File: config.mk
export PLATFORM = sky130hd
export DESIGN_NAME = reorder_receiver_with_ack
export DESIGN_NICKNAME = d
export VERILOG_FILES = /design/src/rtl/core/rra_pkg.sv /design/src/rtl/core/rra_ctrl.sv /design/src/rtl/core/rra_dp.sv /design/src/rtl/core/reorder_receiver_with_ack.sv
export VERILOG_INCLUDE_DIRS = /design/src /design/src/rtl/core
export SDC_FILE = /design/constraint.sdc
export NUM_CORES = 2
export LEC_CHECK = 0
export BUFFER_PORTS_ARGS = -buffer_cell sky130_fd_sc_hd__clkbuf_2
export CAP_MARGIN = 40
export CORE_ASPECT_RATIO = 1.1
export CORE_MARGIN = 2
export CORE_UTILIZATION = 30
export DETAILED_ROUTE_END_ITERATION = 6
export MAX_ROUTING_LAYER = met4
export RECOVER_POWER = 50
export SLEW_MARGIN = 20
export SYNTH_ARGS = -nofsm -noshare
export SYNTH_HDL_FRONTEND = slang
export SYNTH_SLANG_ARGS = --single-unit
export TNS_END_PERCENT = 100
File: constraint.sdc
create_clock -name clk_i -period 15 [get_ports clk_i]
set_input_delay 1.5 -clock clk_i [delete_from_list [all_inputs] [get_ports clk_i]]
set_output_delay 1.5 -clock clk_i [all_outputs]
set_load 0.02 [all_outputs]
File: src/rtl/core/reorder_receiver_with_ack_assert.svh
// Assertion macros used by the reorder receiver datapath.
`ifndef REORDER_RECEIVER_WITH_ACK_ASSERT_SVH
`define REORDER_RECEIVER_WITH_ACK_ASSERT_SVH
`ifndef SYNTH
`define RRA_ASSERT_IMP(lbl, clk, rstn, ante, cons) \
  lbl: assert property (@(posedge clk) disable iff (!rstn) (ante) |-> (cons)) \
    else $error("rra assertion failed");
`define RRA_ASSERT_NXT(lbl, clk, rstn, ante, cons) \
  lbl: assert property (@(posedge clk) disable iff (!rstn) (ante) |=> (cons)) \
    else $error("rra assertion failed");
`else
`define RRA_ASSERT_IMP(lbl, clk, rstn, ante, cons)
`define RRA_ASSERT_NXT(lbl, clk, rstn, ante, cons)
`endif
`endif

File: src/rtl/core/rra_pkg.sv
// Shared types, codes and constants of the reorder receiver.
package rra_pkg;
  localparam int unsigned SlotsDef      = 15;
  localparam int unsigned MaxPayloadDef = 32;
  localparam int unsigned SeqW          = 4;
  localparam int unsigned LenW          = 6;
  localparam int unsigned CntW          = 6;
  localparam int unsigned CfgW          = 16;

  localparam logic [1:0] ReqPkt   = 2'd0;
  localparam logic [1:0] ReqTick  = 2'd1;
  localparam logic [1:0] ReqStart = 2'd2;

  localparam logic KindData = 1'b0;
  localparam logic KindCtrl = 1'b1;

  localparam logic CfgReqMsg  = 1'b0;
  localparam logic CfgTimeout = 1'b1;

  localparam logic [7:0] ChG = 8'h47;
  localparam logic [7:0] ChE = 8'h45;
  localparam logic [7:0] ChT = 8'h54;
  localparam logic [7:0] ChA = 8'h41;
  localparam logic [7:0] ChC = 8'h43;
  localparam logic [7:0] ChK = 8'h4b;

  localparam logic [7:0]  ReqMsgRst  = 8'd48;
  localparam logic [15:0] TimeoutRst = 16'd1000;
  localparam logic [3:0]  CtlBytes   = 4'd5;

  typedef struct packed {
    logic byte_en;
    logic tick_en;
    logic finish;
    logic chk;
    logic rd;
    logic cap;
    logic load_word;
    logic load_ctl;
    logic ctl_get;
  } cmd_t;

  typedef struct packed {
    logic expire;
    logic io_zero;
    logic fin_ok;
    logic fin_drain;
    logic slot_ready;
    logic slot_empty;
    logic word_full;
    logic slot_done;
    logic out_free;
  } sts_t;

  function automatic logic [63:0] ctl_word(logic [7:0] b1, logic [7:0] b2,
                                           logic [7:0] b3, logic [7:0] b4);
    logic [7:0] chk;
    chk = b1 ^ b2 ^ b3 ^ b4;
    return {24'd0, b4, b3, b2, b1, chk};
  endfunction
endpackage

File: src/rtl/core/rra_ctrl.sv
// Sequencing state machine of the reorder receiver.
module rra_ctrl import rra_pkg::*; (
  input  logic       clk_i,
  input  logic       rst_ni,
  input  logic       in_acc_i,
  input  logic [1:0] req_type_i,
  input  logic       end_of_packet_i,
  input  sts_t       sts_i,
  output cmd_t       cmd_o,
  output logic       in_stall_o
);
  localparam logic [2:0] SIdle = 3'd0;
  localparam logic [2:0] SFin  = 3'd1;
  localparam logic [2:0] SChk  = 3'd2;
  localparam logic [2:0] SRd   = 3'd3;
  localparam logic [2:0] SCap  = 3'd4;
  localparam logic [2:0] SEmit = 3'd5;
  localparam logic [2:0] SGet  = 3'd6;
  localparam logic [2:0] SAck  = 3'd7;

  logic [2:0] state_q, state_d;
  logic       idle;

  assign idle       = (state_q == SIdle);
  assign in_stall_o = !idle;

  always_comb begin
    cmd_o           = '0;
    cmd_o.byte_en   = idle && in_acc_i && (req_type_i == ReqPkt);
    cmd_o.tick_en   = idle && in_acc_i && (req_type_i == ReqTick);
    cmd_o.finish    = (state_q == SFin);
    cmd_o.chk       = (state_q == SChk);
    cmd_o.rd        = (state_q == SRd);
    cmd_o.cap       = (state_q == SCap);
    cmd_o.load_word = (state_q == SEmit) && sts_i.out_free;
    cmd_o.load_ctl  = ((state_q == SGet) || (state_q == SAck)) && sts_i.out_free;
    cmd_o.ctl_get   = (state_q == SGet);
  end

  always_comb begin
    state_d = state_q;
    case (state_q)
      SIdle: begin
        if (in_acc_i) begin
          case (req_type_i)
            ReqPkt:   if (end_of_packet_i) state_d = SFin;
            ReqTick:  if (sts_i.expire) state_d = sts_i.io_zero ? SGet : SAck;
            ReqStart: state_d = SGet;
            default:  state_d = SIdle;
          endcase
        end
      end
      SFin: begin
        if (!sts_i.fin_ok) state_d = SIdle;
        else state_d = sts_i.fin_drain ? SChk : SAck;
      end
      SChk: begin
        if (!sts_i.slot_ready) state_d = SAck;
        else state_d = sts_i.slot_empty ? SChk : SRd;
      end
      SRd:  state_d = SCap;
      SCap: state_d = sts_i.word_full ? SEmit : SRd;
      SEmit: begin
        if (sts_i.out_free) state_d = sts_i.slot_done ? SChk : SRd;
      end
      SGet, SAck: begin
        if (sts_i.out_free) state_d = SIdle;
      end
      default: state_d = SIdle;
    endcase
  end

  always_ff @(posedge clk_i or negedge rst_ni) begin
    if (!rst_ni) begin
      state_q <= SIdle;
    end else begin
      state_q <= state_d;
    end
  end
endmodule

File: src/rtl/core/rra_dp.sv
// Datapath of the reorder receiver: staging, slot store, timer and output register.
`include "reorder_receiver_with_ack_assert.svh"
module rra_dp import rra_pkg::*; #(
  parameter int unsigned Slots      = SlotsDef,
  parameter int unsigned MaxPayload = MaxPayloadDef
) (
  input  logic            clk_i,
  input  logic            rst_ni,
  input  logic            cfg_we_i,
  input  logic            cfg_idx_i,
  input  logic [CfgW-1:0] cfg_wdata_i,
  input  logic [7:0]      rx_byte_i,
  input  cmd_t            cmd_i,
  output sts_t            sts_o,
  output logic            out_valid_o,
  input  logic            out_stall_i,
  output logic            kind_o,
  output logic [63:0]     data_word_o,
  output logic [3:0]      byte_count_o,
  output logic            last_o
);
  localparam int unsigned StageMax = MaxPayload + 3;
  localparam int unsigned SlotIdxW = (Slots > 1) ? $clog2(Slots) : 1;
  localparam int unsigned Depth    = Slots * MaxPayload;
  localparam int unsigned AddrW    = (Depth > 1) ? $clog2(Depth) : 1;

  logic [7:0]          b0_q, seq_q, tot_q, xor_q;
  logic [CntW-1:0]     cnt_q;
  logic                ovf_q;
  logic [Slots-1:0]    valid_q, valid_d;
  logic [LenW-1:0]     len_q [Slots];
  logic [SeqW-1:0]     io_q, total_q;
  logic [15:0]         tmr_q, tmo_q;
  logic                armed_q;
  logic [7:0]          req_msg_q;
  logic [LenW-1:0]     off_q, cur_len_q;
  logic [3:0]          k_q;
  logic [63:0]         word_q;
  logic [7:0]          rd_q;
  logic [7:0]          slot_mem [Depth];
  logic                out_valid_q, kind_q, last_q;
  logic [63:0]         data_q;
  logic [3:0]          bcnt_q;

  logic [SlotIdxW-1:0] seq_idx, io_idx;
  logic                seq_in_slots, wr_ok, pay_wr, good, first;
  logic [SeqW-1:0]     tot_sat, total_new;
  logic [AddrW-1:0]    wr_addr, rd_addr;
  logic [15:0]         tmr_inc, limit;
  logic                out_free;
  logic [63:0]         ctl_data;

  assign seq_idx      = SlotIdxW'(seq_q[SeqW-1:0] - SeqW'(1));
  assign io_idx       = SlotIdxW'(io_q);
  assign seq_in_slots = (seq_q != 8'd0) && (seq_q <= 8'(Slots));
  assign wr_ok        = seq_in_slots &&
                        (!valid_q[seq_idx] || ((seq_q == 8'd1) && (io_q == '0)));
  assign pay_wr       = cmd_i.byte_en && (cnt_q >= CntW'(3)) &&
                        (cnt_q < CntW'(StageMax)) && wr_ok;
  assign wr_addr      = AddrW'(seq_idx) * AddrW'(MaxPayload) + AddrW'(cnt_q - CntW'(3));
  assign rd_addr      = AddrW'(io_idx) * AddrW'(MaxPayload) + AddrW'(off_q);

  assign good      = !ovf_q && (cnt_q >= CntW'(3)) && (xor_q == b0_q);
  assign first     = good && (seq_q == 8'd1) && (io_q == '0);
  assign tot_sat   = (tot_q > 8'(Slots)) ? SeqW'(Slots) : tot_q[SeqW-1:0];
  assign total_new = first ? tot_sat : total_q;

  assign tmr_inc  = tmr_q + 16'd1;
  assign limit    = (tmo_q == 16'd0) ? 16'd1 : tmo_q;
  assign out_free = !out_valid_q || !out_stall_i;
  assign ctl_data = cmd_i.ctl_get ? ctl_word(ChG, ChE, ChT, req_msg_q)
                                  : ctl_word(ChA, ChC, ChK, 8'(io_q));

  always_comb begin
    sts_o            = '0;
    sts_o.expire     = armed_q && (tmr_inc >= limit);
    sts_o.io_zero    = (io_q == '0);
    sts_o.fin_ok     = good && (seq_q != 8'd0) && (seq_q <= 8'(total_new));
    sts_o.fin_drain  = (seq_q == 8'(io_q) + 8'd1);
    sts_o.slot_ready = (io_q < total_q) && valid_q[io_idx];
    sts_o.slot_empty = (len_q[io_idx] == '0);
    sts_o.word_full  = (k_q == 4'd7) || (LenW'(off_q + LenW'(1)) == cur_len_q);
    sts_o.slot_done  = (off_q == cur_len_q);
    sts_o.out_free   = out_free;
  end

  always_comb begin
    valid_d = first ? '0 : valid_q;
    if (sts_o.fin_ok) valid_d[seq_idx] = 1'b1;
  end

  always_ff @(posedge clk_i) begin
    if (pay_wr) begin
      slot_mem[wr_addr] <= rx_byte_i;
    end
    if (cmd_i.rd) begin
      rd_q <= slot_mem[rd_addr];
    end
  end

  always_ff @(posedge clk_i) begin
    if (cmd_i.byte_en && (cnt_q == CntW'(0))) b0_q  <= rx_byte_i;
    if (cmd_i.byte_en && (cnt_q == CntW'(1))) seq_q <= rx_byte_i;
    if (cmd_i.byte_en && (cnt_q == CntW'(2))) tot_q <= rx_byte_i;
    if (cmd_i.finish && sts_o.fin_ok && (!valid_q[seq_idx] || first)) begin
      len_q[seq_idx] <= LenW'(cnt_q - CntW'(3));
    end
    if (cmd_i.chk) begin
      cur_len_q <= len_q[io_idx];
      off_q     <= '0;
      k_q       <= '0;
      word_q    <= '0;
    end else if (cmd_i.cap) begin
      word_q[{k_q[2:0], 3'b000} +: 8] <= rd_q;
      off_q <= LenW'(off_q + LenW'(1));
      k_q   <= k_q + 4'd1;
    end else if (cmd_i.load_word) begin
      word_q <= '0;
      k_q    <= '0;
    end
    if (cmd_i.load_word) begin
      kind_q <= KindData;
      data_q <= word_q;
      bcnt_q <= k_q;
      last_q <= 1'b0;
    end else if (cmd_i.load_ctl) begin
      kind_q <= KindCtrl;
      data_q <= ctl_data;
      bcnt_q <= CtlBytes;
      last_q <= 1'b1;
    end
  end

  always_ff @(posedge clk_i or negedge rst_ni) begin
    if (!rst_ni) begin
      cnt_q       <= '0;
      ovf_q       <= 1'b0;
      xor_q       <= '0;
      valid_q     <= '0;
      io_q        <= '0;
      total_q     <= '0;
      tmr_q       <= '0;
      armed_q     <= 1'b0;
      req_msg_q   <= ReqMsgRst;
      tmo_q       <= TimeoutRst;
      out_valid_q <= 1'b0;
    end else begin
      if (cfg_we_i && (cfg_idx_i == CfgReqMsg)) req_msg_q <= cfg_wdata_i[7:0];
      if (cfg_we_i && (cfg_idx_i == CfgTimeout)) tmo_q <= cfg_wdata_i;
      if (cmd_i.byte_en) begin
        if (cnt_q < CntW'(StageMax)) begin
          cnt_q <= cnt_q + CntW'(1);
          if (cnt_q != CntW'(0)) xor_q <= xor_q ^ rx_byte_i;
        end else begin
          ovf_q <= 1'b1;
        end
      end
      if (cmd_i.finish) begin
        cnt_q <= '0;
        ovf_q <= 1'b0;
        xor_q <= '0;
        if (first) total_q <= tot_sat;
        valid_q <= valid_d;
      end
      if ((cmd_i.chk && sts_o.slot_ready && sts_o.slot_empty) ||
          (cmd_i.load_word && (off_q == cur_len_q))) begin
        io_q <= io_q + SeqW'(1);
      end
      if (cmd_i.load_ctl) begin
        tmr_q   <= '0;
        armed_q <= 1'b1;
      end else if (cmd_i.tick_en && armed_q) begin
        tmr_q <= tmr_inc;
      end
      if (cmd_i.load_word || cmd_i.load_ctl) out_valid_q <= 1'b1;
      else if (!out_stall_i) out_valid_q <= 1'b0;
    end
  end

  assign out_valid_o  = out_valid_q;
  assign kind_o       = kind_q;
  assign data_word_o  = data_q;
  assign byte_count_o = bcnt_q;
  assign last_o       = last_q;

  `RRA_ASSERT_IMP(a_no_overwrite, clk_i, rst_ni, cmd_i.load_word || cmd_i.load_ctl, out_free)
  `RRA_ASSERT_IMP(a_io_le_total, clk_i, rst_ni, 1'b1, io_q <= total_q)
  `RRA_ASSERT_NXT(a_tmr_restart, clk_i, rst_ni, cmd_i.load_ctl, armed_q && (tmr_q == '0))
  `RRA_ASSERT_IMP(a_word_nonempty, clk_i, rst_ni, cmd_i.load_word, k_q != 4'd0)
endmodule

File: src/rtl/core/reorder_receiver_with_ack.sv
// Reorder receiver: takes packet bytes, stores packets by sequence, delivers in order, ACKs, sends GETs.
// Packet bytes, ticks and starts are accepted only while idle; the end-of-packet byte adds a check state.
// In-order delivery walks the slot memory read port: each payload byte is read and captured, each
// word is emitted, each slot and the end are checked, then the ACK is sent; input is stalled throughout.
// A result is held in an output register until taken; the sequencer stalls only when it must load another.
// Asynchronous active-low reset clears control state and valid bits; no memory clear pass.
module reorder_receiver_with_ack import rra_pkg::*; #(
  parameter int unsigned Slots      = SlotsDef,
  parameter int unsigned MaxPayload = MaxPayloadDef
) (
  input  logic            clk_i,
  input  logic            rst_ni,
  input  logic            cfg_we_i,
  input  logic            cfg_idx_i,
  input  logic [CfgW-1:0] cfg_wdata_i,
  input  logic            in_valid_i,
  output logic            in_stall_o,
  input  logic [1:0]      req_type_i,
  input  logic [7:0]      rx_byte_i,
  input  logic            end_of_packet_i,
  output logic            out_valid_o,
  input  logic            out_stall_i,
  output logic            kind_o,
  output logic [63:0]     data_word_o,
  output logic [3:0]      byte_count_o,
  output logic            last_o
);
  cmd_t cmd;
  sts_t sts;
  logic in_acc;

  assign in_acc = in_valid_i && !in_stall_o;

  rra_ctrl u_ctrl (
    .clk_i           (clk_i),
    .rst_ni          (rst_ni),
    .in_acc_i        (in_acc),
    .req_type_i      (req_type_i),
    .end_of_packet_i (end_of_packet_i),
    .sts_i           (sts),
    .cmd_o           (cmd),
    .in_stall_o      (in_stall_o)
  );

  rra_dp #(
    .Slots      (Slots),
    .MaxPayload (MaxPayload)
  ) u_dp (
    .clk_i        (clk_i),
    .rst_ni       (rst_ni),
    .cfg_we_i     (cfg_we_i),
    .cfg_idx_i    (cfg_idx_i),
    .cfg_wdata_i  (cfg_wdata_i),
    .rx_byte_i    (rx_byte_i),
    .cmd_i        (cmd),
    .sts_o        (sts),
    .out_valid_o  (out_valid_o),
    .out_stall_i  (out_stall_i),
    .kind_o       (kind_o),
    .data_word_o  (data_word_o),
    .byte_count_o (byte_count_o),
    .last_o       (last_o)
  );
endmodule

==> flow_summary.ini <==
[cts]
numCtsBuffers = 418
h-tree-depth = 5
number_of_buffers_on_the_longest_clock_path = 4
clkSlewWorstSetupHoldPaths_ns = 0.06
clock_tree.root_cell = sky130_fd_sc_hd__clkbuf_16
clock_sink_count = 4194
post-cts-setup-buffer-count = 0
tritoncts_clock_tree = yes
holdBufCountCts = 0
worstSkewPairLatency_ns = 1.03
post_cts.resized_instances = 0

[critical_path]
critical_path_arrival_ns = 10.82
worstReg2RegStart = u_dp.off_q[2]
crit_start = rx_byte_i[3]
top_family_by_delay_on_critical_path = buffers and inverters
delay_of_the_slowest_cell_on_the_worst_path_ns = 4.51
crit_buf_inv = 6
timing.setup.critical_path_class = in2reg
critPathSlowestCell = sky130_fd_sc_hd__clkbuf_1
crit_path_cell_trace = clkbuf_1 -> clkbuf_1 -> buf_16 -> clkbuf_1 -> buf_4 -> buf_16
worstSetupStartpointType = input pin
path_max_fanout = 123
required_ns = 15.72
critical-path-top-cell-by-count = sky130_fd_sc_hd__clkbuf_1
worstSetupEndpointType = flop

[cells_and_area]
layout_commonest_cell = sky130_fd_sc_hd__edfxtp_1
layout.cells.most_common_list = sky130_fd_sc_hd__edfxtp_1, sky130_fd_sc_hd__mux4_2, sky130_fd_sc_hd__nor2_1
num-fill-cells = 50346
finish.net_count = 8568
areaGrowthSynthToFinish_pct = 14.98
final_layout_size_suffix_gt1_frac = 0.2294

[die]
die-area_mm2 = 0.5529
die_x_um = 709.2
dieHeight_um = 779.7
core-area_mm2 = 0.5444
io_pins = 105
starting_density = 0.3014
fp-row-count = 284

[synth]
ys_dominant_reg_cell = sky130_fd_sc_hd__edfxtp_1
synth_area_per_cell_um2 = 20.17
combined_area_of_all_synthesized_cells_mm2 = 0.1641
postSynth.asyncResetShare = 0.01979
synth.top_cell.area_share = 0.7386
synth_largest_area_cell = sky130_fd_sc_hd__edfxtp_1
synth-edff-count = 4036
mappedNetlistNets = 8222
yosysUniqueCellTypes = 80
ys_ff_latch = 4194
synthesis.instances = 8136
synth_sequential_area_ratio = 0.7604
synth-warning-count = 0
synth.top_cells.by_area = sky130_fd_sc_hd__edfxtp_1, sky130_fd_sc_hd__mux4_2, sky130_fd_sc_hd__nor2_1, sky130_fd_sc_hd__dfrtp_1, sky130_fd_sc_hd__mux2i_1

[timing]
final_period_minus_worst_setup_slack_ns = 10.10
report.final.hold_viol_count = 0
setup_tns_final_ns = 0
tightestPinTransition_ns = 6.951
timing.final.setup_violations = 0
timing.slew.headroom = -3.634
grt_setup_unrepaired = no
finalCritPeriodShare = 0.6731
max_clk_rate_mhz = 99.04
final-max-slew-violation-count = 2736
fin_ws_ns = 4.904
post_route_hold_slack_ns = 0.4696
clock-skew-final_ns = 0.1117

[drt]
detailedRoute.firstIterationViolations = 11838
dr.pass1.iters = 6
antenna_violating_nets_post_route = 0
drc_errors = 0
routed_wl_mm = 459.7
route.detailed.vias_per_inst = 5.264
drt-wirelength-per-cell_um = 28.45
via_count = 85039

[global_routing]
antenna_violations_before_repair = 37
largest_net_degree_at_the_start_of_global_routing = 190
overflow = 0
grt_first_pass_wirelength_mm = 646.8
first_global_vias = 84274
grt_use_total = 0.1658

[power]
worst_vdd_ir_uv = 105.2
cellPowerDensity_mw_per_mm2 = 145.4
report.power.total_uw = 27440
power.static_leakage_uw = 0.05680

[hold_path]
hp-start = u_dp.word_q[33]
worstHoldPathType = reg2reg

[place]
place.gp.congestion = 0.8598
hpwlAfterDp_mm = 281.0
dp_worst_setup_slack_ns = 8.277
place.port_buffers = 104

[run_status]
failed_checks = max-capacitance violations, max-slew violations
outcome = complete, but fails checks

[flow_run]
drv_cap = 46
cell usage after synthesis, types with 17 or more instances:
cell type and n:
sky130_fd_sc_hd__edfxtp_1 4036, sky130_fd_sc_hd__mux4_2 969, sky130_fd_sc_hd__nor2_1 663, sky130_fd_sc_hd__nand2_1 241, sky130_fd_sc_hd__clkbuf_1 209, sky130_fd_sc_hd__a22oi_1 168
sky130_fd_sc_hd__mux2i_1 166, sky130_fd_sc_hd__buf_2 143, sky130_fd_sc_hd__a21oi_1 113, sky130_fd_sc_hd__o22ai_1 106, sky130_fd_sc_hd__o21ai_0 97, sky130_fd_sc_hd__nand3_1 90
sky130_fd_sc_hd__nor3_1 76, sky130_fd_sc_hd__dfrtp_1 75, sky130_fd_sc_hd__dfxtp_1 75, sky130_fd_sc_hd__mux2_2 72, sky130_fd_sc_hd__a22o_1 61, sky130_fd_sc_hd__buf_4 60
sky130_fd_sc_hd__buf_1 56, sky130_fd_sc_hd__inv_1 54, sky130_fd_sc_hd__and2_1 53, sky130_fd_sc_hd__ha_1 52, sky130_fd_sc_hd__a221oi_1 47, sky130_fd_sc_hd__nand4_1 38
sky130_fd_sc_hd__nor2b_1 38, sky130_fd_sc_hd__nand2b_1 34, sky130_fd_sc_hd__xor2_1 32, sky130_fd_sc_hd__xnor2_1 29, sky130_fd_sc_hd__buf_6 24, sky130_fd_sc_hd__a211oi_1 21
sky130_fd_sc_hd__nor4_1 18, sky130_fd_sc_hd__a31oi_1 17, sky130_fd_sc_hd__o31ai_1 17
stage by stage:
step,instance area [µm²],utilization,std cells
floorplan,164100,-,8136
global route,188700,0.3466,16150
CTS,188300,0.3459,16045
finish,188700,0.3466,16156
global placement,173300,0.3184,15216
detailed placement,174100,0.3199,15266
worst min-delay path: stages (launching register included):
cell                      delay (ns)
sky130_fd_sc_hd__dfxtp_1        0.31
sky130_fd_sc_hd__nand3_1        0.06
sky130_fd_sc_hd__a21oi_1        0.06
layer usage:
layer | vias up | GRT usage | share of wire
li1 | 34287 | - | -
met1 | 45142 | 0.2175 | 0.39
met2 | 4770 | 0.2609 | 0.47
met3 | 840 | 0.03114 | 0.10
met4 | 0 | 0.05430 | 0.038
met5 | - | - | 0
report_power, final:
| group | total (µW) | leakage, µW | switching [µW] | internal (µW) |
|---|---|---|---|---|
| Clock | 10800 | 0.00687 | 4560 | 6210 |
| Sequential | 13100 | 0.0380 | 129 | 13000 |
| Combinational | 3530 | 0.0119 | 2070 | 1470 |
cell families (layout without fill, tap and decap cells):
group,after synthesis,in the layout,synth area share
other,0,22,0
flip-flops,4194,4194,0.7604
buffers and inverters,548,1253,0.01610
adder cells (fa/ha/maj),53,53,0.004087
AO/OA/AOI/OAI,757,757,0.03214
AND/OR/NAND/NOR,1308,1308,0.03515
multiplexers,1213,1213,0.1486
XOR/XNOR,63,63,0.003530
worst paths after layout:
path	end	cells after the start	slack, ns
min in group asynchronous	u_dp.req_msg_q[7]	1	1.08
hold reg to reg	u_dp.word_q[33]	2	0.47
setup / recovery	u_dp.slot_mem[391][3]	6	4.90
setup reg to reg	u_dp.rd_q[2]	10	7.03
max in group asynchronous	u_dp.io_idx[0]	2	10.18
hold / removal	u_dp.word_q[33]	2	0.47
registers in the layout, summed over array words and instances, names as in the netlist, 15 cells and up:
signal	cells
u_dp.tmr_q	16
u_dp.word_q	64
u_dp.slot_mem	3840
u_dp.valid_q	15
u_dp.len_q	90
u_dp.data_word_o	64
u_dp.tmo_q	16
cell type report:
| cell class | count | area [µm²] | share of cell area |
|---|---|---|---|
| flip-flops and latches | 4194 | 124800 | 0.6614 |
| well taps | 7293 | 9125 | 0.04836 |
| diodes | 22 | 55.05 | 0.0002918 |
| inverters | 56 | 215.2 | 0.001141 |
| repair buffers | 418 | 3252 | 0.01723 |
| clock inverters | 298 | 3352 | 0.01776 |
| clock buffers | 481 | 10800 | 0.05725 |
| multi-input cells | 3394 | 37080 | 0.1965 |
(Power assumes the default switching activity.)
